<file path="config.mk">
export PLATFORM = sky130hd
export DESIGN_NAME = sta_front
export DESIGN_NICKNAME = d
export VERILOG_FILES = /design/src/hdl/sta_pkg.sv /design/src/hdl/sta_front.sv
export SDC_FILE = /design/constraint.sdc
export NUM_CORES = 1
export LEC_CHECK = 0
export BUFFER_PORTS_ARGS = -buffer_cell sky130_fd_sc_hd__buf_4
export CAP_MARGIN = 25
export CORE_AREA = 2 2 147 149
export CTS_CLUSTER_DIAMETER = 150
export DETAILED_ROUTE_END_ITERATION = 6
export DIE_AREA = 0 0 149 151
export PLACE_DENSITY = 0.7
export RECOVER_POWER = 50
export SETUP_SLACK_MARGIN = 0.3
export SYNTH_ARGS = -nofsm -noshare
export SYNTH_HDL_FRONTEND = slang
export SYNTH_SLANG_ARGS = --single-unit
</file>
<file path="constraint.sdc">
create_clock -name clk -period 25.7 [get_ports clk]
set_clock_uncertainty 0.1 [all_clocks]
set_input_delay 3.855 -clock clk [delete_from_list [all_inputs] [get_ports clk]]
set_output_delay 3.855 -clock clk [all_outputs]
set_load 0.1 [all_outputs]
</file>
<file path="src/hdl/sta_pkg.sv">
`timescale 1ns / 1ps
`default_nettype none
// ----------------------------------------------------------------------------
// Scope timing aggregator package
// Shared item types, command codes, status codes and storage entry layouts.
// ----------------------------------------------------------------------------
package sta_pkg;

  // Item modes
  localparam logic [2:0] MODE_BEGIN   = 3'd0;
  localparam logic [2:0] MODE_END     = 3'd1;
  localparam logic [2:0] MODE_QUERY   = 3'd2;
  localparam logic [2:0] MODE_WATCH   = 3'd3;
  localparam logic [2:0] MODE_UNWATCH = 3'd4;
  localparam logic [2:0] MODE_RESET   = 3'd5;

  // Result status codes
  localparam logic [2:0] STAT_OK        = 3'd0;
  localparam logic [2:0] STAT_IGNORED   = 3'd1;
  localparam logic [2:0] STAT_NOT_FOUND = 3'd2;
  localparam logic [2:0] STAT_OVERFLOW  = 3'd3;
  localparam logic [2:0] STAT_FULL      = 3'd4;

  // Timer constants
  localparam logic [19:0] NS_PER_MS        = 20'd1000000;
  localparam logic [63:0] THRESHOLD_RESET  = 64'd1000000000;

  // Field widths that do not vary
  localparam int WATCH_W = 7;
  localparam int WIN_W   = 7;

  typedef struct packed {
    logic [2:0]  mode;
    logic [31:0] name_hash;
    logic        source;
    logic [63:0] timestamp_ns;
    logic [6:0]  window_size;
  } in_item_t;

  typedef struct packed {
    logic [2:0]  status;
    logic [63:0] last_ns;
    logic [63:0] min_ns;
    logic [63:0] max_ns;
    logic [31:0] hit_count;
    logic [63:0] avg_ns;
    logic        stats_were_reset;
  } out_item_t;

  // Classified command handed from the front to the back
  typedef struct packed {
    logic [2:0]       mode;
    logic [31:0]      key;
    logic [1:0]       src;
    logic [63:0]      ts;
    logic [WIN_W-1:0] wsize;
    logic             key_nz;
  } cmd_t;

  typedef struct packed {
    logic [31:0] key;
    logic [1:0]  src;
    logic [63:0] begin_ns;
  } stack_ent_t;

  typedef struct packed {
    logic [31:0]        key;
    logic [1:0]         src;
    logic [63:0]        last;
    logic [WATCH_W-1:0] watch;
  } slot_id_t;

  typedef struct packed {
    logic [63:0] min;
    logic [63:0] max;
    logic [31:0] hits;
  } slot_stat_t;

endpackage
`default_nettype wire

</file>
<file path="src/hdl/sta_front.sv">
`timescale 1ns / 1ps
`default_nettype none
// ----------------------------------------------------------------------------
// Front end
// Accepts items, classifies them into commands and queues them for the back.
// ----------------------------------------------------------------------------
module sta_front
  import sta_pkg::*;
#(
  parameter int WINDOW_MAX = 64
) (
  input  wire logic     clk,
  input  wire logic     rst,
  input  wire logic     in_valid,
  output logic          in_ready,
  input  wire in_item_t in_item,
  input  wire logic     hold,
  output logic          q_valid,
  input  wire logic     q_pop,
  output cmd_t          q_cmd
);

  cmd_t       qmem [2];
  logic       wr_ptr;
  logic       rd_ptr;
  logic [1:0] count;
  cmd_t       cls;
  logic       push;

  // Classify the incoming item
  always_comb begin
    cls.mode   = in_item.mode;
    cls.key    = in_item.name_hash;
    cls.src    = {1'b0, in_item.source} + 2'd1;
    cls.ts     = in_item.timestamp_ns;
    cls.key_nz = (in_item.name_hash != 32'd0);
    if (32'(in_item.window_size) > WINDOW_MAX) begin
      cls.wsize = WIN_W'(WINDOW_MAX);
    end else begin
      cls.wsize = in_item.window_size;
    end
  end

  assign in_ready = (count != 2'd2) && !hold;
  assign push     = in_valid && in_ready;
  assign q_valid  = (count != 2'd0);
  assign q_cmd    = qmem[rd_ptr];

  // Two-entry queue
  always_ff @(posedge clk) begin
    if (rst) begin
      wr_ptr <= 1'b0;
      rd_ptr <= 1'b0;
      count  <= 2'd0;
    end else begin
      if (push) begin
        qmem[wr_ptr] <= cls;
        wr_ptr       <= !wr_ptr;
      end
      if (q_pop) begin
        rd_ptr <= !rd_ptr;
      end
      if (push && !q_pop) begin
        count <= count + 2'd1;
      end else if (!push && q_pop) begin
        count <= count - 2'd1;
      end
    end
  end

endmodule
`default_nettype wire

</file>
==> impl_metrics.yaml, run 1 <==
finish:
  syn2layout_area_growth_pct: 30.8
  layout-drive-gt1-share_pct: 50.0
  final_area_um2: 10800
  antennaDiodeCount: 0
  fin_nets: 739
floorplan:
  die_y_um: 151
  num_rows: 53
  initial_core_util_pct: 39.6
  core_um2: 20800
  die_w_um: 149
  dieArea_um2: 22500
  io_pins: 223
power:
  vdd_drop_max_mv: 0.0600
  power_density_nw_per_um2: 86.0
  fin_total_pwr_w: 0.000928
  cellLeakagePower_nw: 3.84
  seqPwrFrac_pct: 45.0
  switching_share_pct: 29.0
  p_clk_share_pct: 36.4
  switchingPower_w: 0.000269
  intPower_w: 0.000659
  p_comb_share_pct: 18.7
critical_path:
  criticalPathCategory: "primary input to output pin"
  crit_arrival_ns: 4.37
  r2r_setup_slack_ns: 22.40
  critPathLaunchType: "primary input"
  cp.required_ns: 21.74
  end_kind: "output pin"
  cp_max_fo: 2
detailed_routing:
  drc: 0
  wl_per_cell_um: 17.1
  vias: 4317
  drtPass1Iterations: 4
  antenna_left: 0
  wirelength_um: 15700
  routed_via_density: 4.71
  drtIter0Drc: 158
timing:
  period_share_pct: 32.4
  finalHoldViolCount: 0
  period_minus_slack_ns: 8.33
  slew_viol_final: 90
  fmax_ghz: 0.120
  rsz0062_at_grt: "false"
  slew_headroom_pct: -72.9
  setup_viol: 0
  fin_tns_setup_ns: 0
  worst_pin_slew_ns: 2.59
clock_network:
  cts_sinks: 223
  cts_resized: 0
  cts_tree: "yes"
  cts_buffers: 24
  clk_path_buf_depth: 3
  clockRootBuffer: "clkbuf_16"
  clk_latency_ns: 0.50
  path_clk_slew_ns: 0.06
  htree_levels: 1
  cts_setup_buffers: 0
  holdBufCountCts: 0
status:
  status: "finished with violations"
  failed_checks: "max-capacitance violations, max-slew violations"
global_routing:
  antenna_found_initial: 0
  grt_pass1_vias: 4631
  grt_start_max_net_pins: 66
  grt_util_all_layers_pct: 13.3
  grt_overflow: 0
  grt_pass1_wl_um: 23400
logic_synthesis:
  yosysMostFrequentCell: "edfxtp_1"
  async_flop_share_pct: 0
  yosysWarnings: 0
  synth_top_flop_cell: "edfxtp_1"
  yosysTopAreaCellShare_pct: 79.4
  synth_edf_count: 218
  synthCells: 387
  synth_common_cells: "edfxtp_1 (218), mux2_2 (100), mux2_4 (10), buf_2 (9), nor4_1 (8)"
  synthDistinctLibCells: 23
  synthTopCellsByArea: "edfxtp_1 (79%), mux2_2 (14%), mux2_4 (1.8%)"
  postSynthAreaPerCell_um2: 21.3
  syn_area_um2: 8250
  ys_ff_latch: 223
  seq_area_frac_synth_pct: 80.6
  synth_nets: 500
  synth_largest_area_cell: "edfxtp_1"
flow_run:
  cap_violations: 2
place:
  placed_area_um2: 10200
  dp_hpwl_um: 10200
  io_buffers: 222
  place_congestion: 0.734
min_path:
  min_path_type: "register to register"
==> power by group through the flow <==
stage | clock network [W] | logic, W | registers, W
floorplan | 0 | 0.000140 | 0.000423
global placement | 0 | 0.000177 | 0.000424
detailed placement | 0 | 0.000178 | 0.000425
CTS | 0.000347 | 0.000179 | 0.000417
global route | 0.000360 | 0.000179 | 0.000419
finish | 0.000338 | 0.000173 | 0.000417
==> path summary, 6_finish.rpt <==
| check | startpoint | endpoint | cells after the start |
|---|---|---|---|
| min | rd_ptr | register | 2 |
| min reg2reg | rd_ptr | register | 2 |
| max reg2reg | count[1] | qmem[0][54] | 4 |
| max | hold | in_ready | 3 |
==> critical path, stage by stage <==
cell	delay (ns)
clkbuf_1	0.09
a21oi_1	0.12
buf_4	0.31
==> through the flow <==
| step | instances | util [%] | hold slack [ns] | worst slack, ns |
|---|---|---|---|---|
| after floorplan | 387 | - | 0.371 | 12.88 |
| after global placement | 875 | 49.1 | 0.395 | 17.34 |
| after detailed placement | 875 | 49.1 | 0.399 | 17.36 |
| after CTS | 917 | 52.9 | 0.413 | 17.35 |
| after global routing | 917 | 51.8 | 0.445 | 17.32 |
| final | 917 | 51.8 | 0.411 | 17.37 |
==> sequential cells by signal, indices dropped and copies added, names as in the netlist, named ones only <==
register,cells
wr_ptr,1
qmem,218
rd_ptr,1
count,2
==> logic make-up after synthesis <==
| logic type | share of synthesized area [%] |
|---|---|
| compound gates | 0.334 |
| xor+xnor | 0.319 |
| fa+ha+maj | 0.152 |
| buf+inv | 1.32 |
| flops | 80.6 |
| mux | 15.5 |
| simple gates | 1.82 |
==> layer usage <==
metal	vias up	GRT usage [%]	part of all wire, %
li1	2014	-	-
met1	2117	14.5	37
met2	156	24.3	52
met3	30	4.43	8.8
met4	0	4.10	3.0
met5	-	0	0
==> layout make-up <==
class                           instances  area (µm²)
Multi-Input combinational cell        144        1490
Sequential cell                       223        6650
Clock buffer                           30         674
Clock inverter                         12         115
Fill cell                            1781       10000
Inverter                                6        22.5
Tap cell                              275         344
Timing Repair Buffer                  227        1500
==> cell usage in the layout, fill, tap and decap left out, types with 3 or more instances in the layout <==
cell and n:
dfxtp_1 4, mux2_2 100, inv_1 6, nor2b_1 7, edfxtp_1 218, clkinv_2 5
buf_4 122, nor4_1 8, clkbuf_1 57, clkinv_1 3, nor2_1 4, mux2_4 10
clkbuf_8 3, clkbuf_16 25, clkbuf_4 50
Note: power is estimated with default switching activity, not from simulation.
==> inputs of run 2 (changes only) <==
--- a/config.mk
+++ b/config.mk
@@ -11,7 +11,7 @@
 export CTS_CLUSTER_DIAMETER = 150
 export DETAILED_ROUTE_END_ITERATION = 6
 export DIE_AREA = 0 0 149 151
-export PLACE_DENSITY = 0.7
+export PLACE_DENSITY = 0.72
 export RECOVER_POWER = 50
 export SETUP_SLACK_MARGIN = 0.3
 export SYNTH_ARGS = -nofsm -noshare
==> constraint.sdc (replaced) <==
create_clock -name clk -period 6.92 [get_ports clk]
set_clock_uncertainty 0.1 [all_clocks]
set_input_delay 1.038 -clock clk [delete_from_list [all_inputs] [get_ports clk]]
set_output_delay 1.038 -clock clk [all_outputs]
set_load 0.1 [all_outputs]
==> run 2 against run 1 <==
The run still ends with max-capacitance violations, max-slew violations left. Highest routed layer unchanged. Count of clock-buffer cells in the layout is 2 lower. Total power increased to 3.8 times the previous value. Global-route usage up 0.40 points. Sequential cell count is the same. Register-to-register slack got worse by 20 ns. Largest power group unchanged. Die area is the same. Critical path depth rose by 3. Clock power increased to 3.9 times the previous value. Combinational power increased to 3.7 times the previous value. Non-clock buffer count unchanged.
==> impl_metrics.yaml, run 2 (same netlist as run 1, synthesis figures left out) <==
status:
  failed_checks: "max-capacitance violations, max-slew violations"
  status: "finished with violations"
timing:
  slew_viol_final: 91
  fin_ws_ns: 2.43
  rsz0062_at_grt: "false"
  worst_pin_slew_ns: 2.56
  slew_headroom_pct: -70.5
  period_share_pct: 64.9
  fmax_ghz: 0.222
  period_minus_slack_ns: 4.49
  finalHoldViolCount: 0
  setup_viol: 0
  fin_tns_setup_ns: 0
global_routing:
  grt_start_max_net_pins: 66
  antenna_found_initial: 0
  grt_overflow: 0
  grt_util_all_layers_pct: 13.7
  grt_pass1_wl_um: 23900
  grt_pass1_vias: 4569
finish:
  final_cell_mix: "edfxtp_1 (218), buf_4 (122), mux2_2 (100)"
  reg.largest.list: "qmem: 218 flops, count: 2 flops"
  fin_nets: 739
  final_area_um2: 10800
  largest_reg_flops: 218
  utilization_pct: 51.9
  final_common_cell: "edfxtp_1"
  syn2layout_area_growth_pct: 31.0
  layout-drive-gt1-share_pct: 48.4
  antennaDiodeCount: 0
  top_register: "qmem"
power:
  fin_total_pwr_w: 0.00350
  vdd_drop_max_mv: 0.198
  cellLeakagePower_nw: 3.81
  power_density_nw_per_um2: 324
clock_network:
  clockRootBuffer: "clkbuf_16"
  cts_tree: "yes"
  clk_path_buf_depth: 3
  clk_latency_ns: 0.50
  cts_buffers: 24
  cts_setup_buffers: 0
  htree_levels: 1
  holdBufCountCts: 0
  path_clk_slew_ns: 0.06
  cts_resized: 0
  cts_sinks: 223
place:
  pre_cts_ws_ns: 3.43
  place_congestion: 0.735
  placed_area_um2: 10200
  io_buffers: 222
  dp_hpwl_um: 10600
critical_path:
  r2r_end: "qmem[1][3]"
  cp.required_ns: 6.94
  critPathLaunchType: "primary input"
  crit_arrival_ns: 4.52
  cp_max_fo: 65
  criticalPathCategory: "primary input to register"
  r2r-start: "count[0]"
  ff2ff_path_depth: 4
  end_kind: "register"
  r2r_setup_slack_ns: 2.67
floorplan:
  core_um2: 20800
  initial_core_util_pct: 39.6
  die_y_um: 151
  die_w_um: 149
  dieArea_um2: 22500
  io_pins: 223
  num_rows: 53
detailed_routing:
  wl_per_cell_um: 17.7
  drc: 0
  vias: 4352
  wirelength_um: 16300
  drtIter0Drc: 180
  drtPass1Iterations: 5
  antenna_left: 0
  routed_via_density: 4.74
min_path:
  hold_end: "rd_ptr"
  min_path_type: "register to register"
  hold_start: "rd_ptr"
  hold_depth: 2
flow_run:
  cap_violations: 2
==> run 2: changes by cell type in the layout (fill, tap and decap cells not counted), sizes merged <==
cell / change
clkinvlp: +2
inv: -1
bufinv: +2
clkbuf: -2
clkinv: +1
==> run 2: cell type report <==
type	count	area [µm²]
tap	275	344
clock inverter	16	188
multi-input combinational	144	1510
timing repair buffer	227	1450
inverter	6	22.5
fill	1740	10000
sequential	223	6650
clock buffer	28	637
==> run 2: metrics by stage <==
stage          std cells  hold WS, ns
6_report             919        0.435
5_1_grt              919        0.471
4_1_cts              919        0.438
3_5_place_dp         875        0.420
3_3_place_gp         875        0.381
2_1_floorplan        387        0.371
==> run 2: worst max path at each step <==
stage                        start          end  cells after the start
final                         hold   qmem[1][3]                      6
after global routing          hold   qmem[1][3]                      6
after CTS                 register    q_cmd[27]                      3
after detailed placement      hold  qmem[1][12]                      6
after global placement    register    q_cmd[27]                      3
after floorplan                rst   qmem[1][0]                      2
==> run 2: power by group <==
part           internal, W  leakage, nW  switching [W]
combinational     0.000156         1.39       0.000490
clock             0.000808        0.397       0.000498
sequential         0.00153         2.02      0.0000235
total              0.00249         3.81        0.00101
==> run 2: critical path, stage by stage <==
cell and delay (ns):
clkbuf_1 0.09, inv_1 0.05, o211ai_1 0.25, nor3b_4 0.24, clkbuf_1 1.83, buf_4 0.92
==> run 2: layer usage <==
metal	global-route usage (%)	share of wire, %	up-vias
met4	3.90	2.0	0
met5	0	0	-
met3	4.19	8.6	33
li1	-	-	2011
met1	16.5	39	2139
met2	23.8	50	169
==> inputs of run 3 (changes only) <==
==> constraint.sdc (replaced) <==
create_clock -name clk -period 3.9 [get_ports clk]
set_clock_uncertainty 0.1 [all_clocks]
set_input_delay 0.585 -clock clk [delete_from_list [all_inputs] [get_ports clk]]
set_output_delay 0.585 -clock clk [all_outputs]
set_load 0.1 [all_outputs]
==> run 3 against run 2 <==
The flow now finishes without violations. Die area unchanged. Largest cell class unchanged. Critical path depth down 3. Sequential share of layout area down 0.36 points. Clock power up 66%. Sequential power up 77%. Via count down 0.30%. Critical path type is now register to output pin. First-iteration DRC count up 31%. Global-route usage down 0.13 points. Routed wire length down 2.5%. Combinational power up 81%.
==> impl_metrics.yaml, run 3 (same netlist as run 1, synthesis figures left out) <==
status:
  status: "finished clean"
power:
  power_density_nw_per_um2: 560
  cellLeakagePower_nw: 3.86
  intPower_w: 0.00434
  p_clk_share_pct: 35.9
  seqPwrFrac_pct: 45.0
  fin_total_pwr_w: 0.00609
  switchingPower_w: 0.00174
  vdd_drop_max_mv: 0.407
  p_comb_share_pct: 19.2
  switching_share_pct: 28.6
critical_path:
  critPathLaunchType: "register"
  slowest_stage: "dfxtp_4"
  r2r-start: "count[0]"
  r2r_setup_slack_ns: 1.19
  cp_cell_sequence: "buf_4 > mux2_2 > buf_4"
  crit_arrival_ns: 2.16
  end_kind: "output pin"
  critPathMaxStageDelay_ns: 0.54
  criticalPathCategory: "register to output pin"
  cpMostUsedCell: "buf_4"
  cp_max_fo: 34
  ff2ff_path_depth: 3
  cpLargestDelayFamily: "buffers and inverters"
  cp_num_buf_inv: 2
  r2r_end: "qmem[1][7]"
  cp.required_ns: 3.21
clock_network:
  cts_resized: 0
  htree_levels: 1
  path_clk_slew_ns: 0.06
  cts_tree: "yes"
  cts_setup_buffers: 0
  clockRootBuffer: "clkbuf_16"
  clk_path_buf_depth: 3
  holdBufCountCts: 0
  cts_buffers: 23
  cts_sinks: 223
  clk_latency_ns: 0.49
finish:
  fillers: 1735
  largest_reg_flops: 218
  reg.largest.list: "qmem: 218 flops, count: 2 flops"
  final-seq-area_um2: 6650
  syn2layout_area_growth_pct: 31.8
  top_register: "qmem"
  final_common_cell: "edfxtp_1"
  multiInputGateArea_um2: 1500
  layout-drive-gt1-share_pct: 51.4
  final_cell_mix: "edfxtp_1 (218), buf_4 (124), mux2_2 (100)"
  fin_nets: 739
detailed_routing:
  vias: 4339
  drtIter0Drc: 236
  antenna_left: 0
  routed_via_density: 4.73
  wirelength_um: 15800
  drc: 0
  drtPass1Iterations: 4
  wl_per_cell_um: 17.3
global_routing:
  grt_overflow: 0
  grt_pass1_vias: 4636
  grt_start_max_net_pins: 85
  grt_util_all_layers_pct: 13.5
  grt_pass1_wl_um: 23700
  antenna_found_initial: 1
floorplan:
  die_y_um: 151
  dieArea_um2: 22500
  num_rows: 53
  io_pins: 223
  initial_core_util_pct: 39.6
  core_um2: 20800
  die_w_um: 149
timing:
  rsz0062_at_grt: "false"
  slew_headroom_pct: 4.77
  period_share_pct: 73.0
  worst_pin_slew_ns: 1.43
  fmax_ghz: 0.351
  finalHoldViolCount: 0
  whs_ns: 0.199
  setup_viol: 0
  slew_viol_final: 0
  period_minus_slack_ns: 2.85
min_path:
  hold_end: "qmem[0][13]"
  hold_depth: 1
  min_path_type: "primary input to register"
  hold_start: "in_item[12]"
flow_run:
  cap_violations: 0
place:
  dp_hpwl_um: 10700
  io_buffers: 222
  place_congestion: 0.744
==> run 3: cell count changes in the layout (fill, tap and decap cells not counted), moves of 2 or more <==
cell / change
buf_4: +2
clkbuf_4: +19
clkbuf_16: -2
clkbuf_1: -21
clkinv_2: -4
buf_12: +2
==> run 3: worst reg2reg max path, delay by kind of cell (launching register included) <==
family	cells	cell delay, ns
DFF	1	0.42
buffers and inverters	1	1.09
AOI/OAI and AO/OA	1	0.23
and+or+nand+nor	1	0.47
==> run 3: layout make-up <==
| class | count | area share (%) |
|---|---|---|
| Timing Repair Buffer | 228 | 14.4 |
| Tap cell | 275 | 3.17 |
| Clock inverter | 14 | 1.65 |
| Multi-Input combinational cell | 144 | 13.8 |
| Clock buffer | 27 | 5.43 |
| Antenna cell | 1 | 0.0230 |
| Sequential cell | 223 | 61.2 |
| Inverter | 6 | 0.322 |
==> run 3: routing by layer <==
| metal | share of wire, % | track usage (%) | wire length (µm) |
|---|---|---|---|
| met1 | 37 | 15.1 | 5890 |
| met5 | 0 | 0 | 0 |
| met4 | 3.0 | 5.19 | 474 |
| met3 | 7.2 | 3.67 | 1140 |
| met2 | 53 | 24.8 | 8330 |
==> run 3: worst max path at each step <==
stage / start / end / slack, ns / depth (start not counted)
floorplan: hold / qmem[1][0] / -0.17 / 3
global placement: register / q_cmd[45] / 1.60 / 3
detailed placement: register / q_cmd[64] / 1.55 / 3
CTS: register / q_cmd[64] / 1.02 / 3
global route: count[0] / qmem[1][11] / 0.95 / 3
finish: register / q_cmd[63] / 1.05 / 3
==> run 3: metrics by stage <==
| step | std cells | worst slack, ns | util [%] | instance area, µm² | setup TNS [ns] |
|---|---|---|---|---|---|
| 6_report | 918 | 1.05 | 52.2 | 10900 | 0 |
| 3_3_place_gp | 876 | 1.60 | 49.4 | 10300 | 0 |
| 5_1_grt | 917 | 0.955 | 52.2 | 10900 | 0 |
| 2_1_floorplan | 387 | -0.172 | - | 8310 | -18.75 |
| 3_5_place_dp | 876 | 1.55 | 49.4 | 10300 | 0 |
| 4_1_cts | 917 | 1.02 | 53.1 | 11100 | 0 |
==> run 3: power by group through the flow <==
stage | Clock, W | Combinational (W) | Sequential [W]
after floorplan | 0 | 0.000932 | 0.00278
after global placement | 0 | 0.00119 | 0.00278
after detailed placement | 0 | 0.00120 | 0.00279
after CTS | 0.00224 | 0.00120 | 0.00274
after global routing | 0.00234 | 0.00120 | 0.00274
final | 0.00218 | 0.00117 | 0.00274
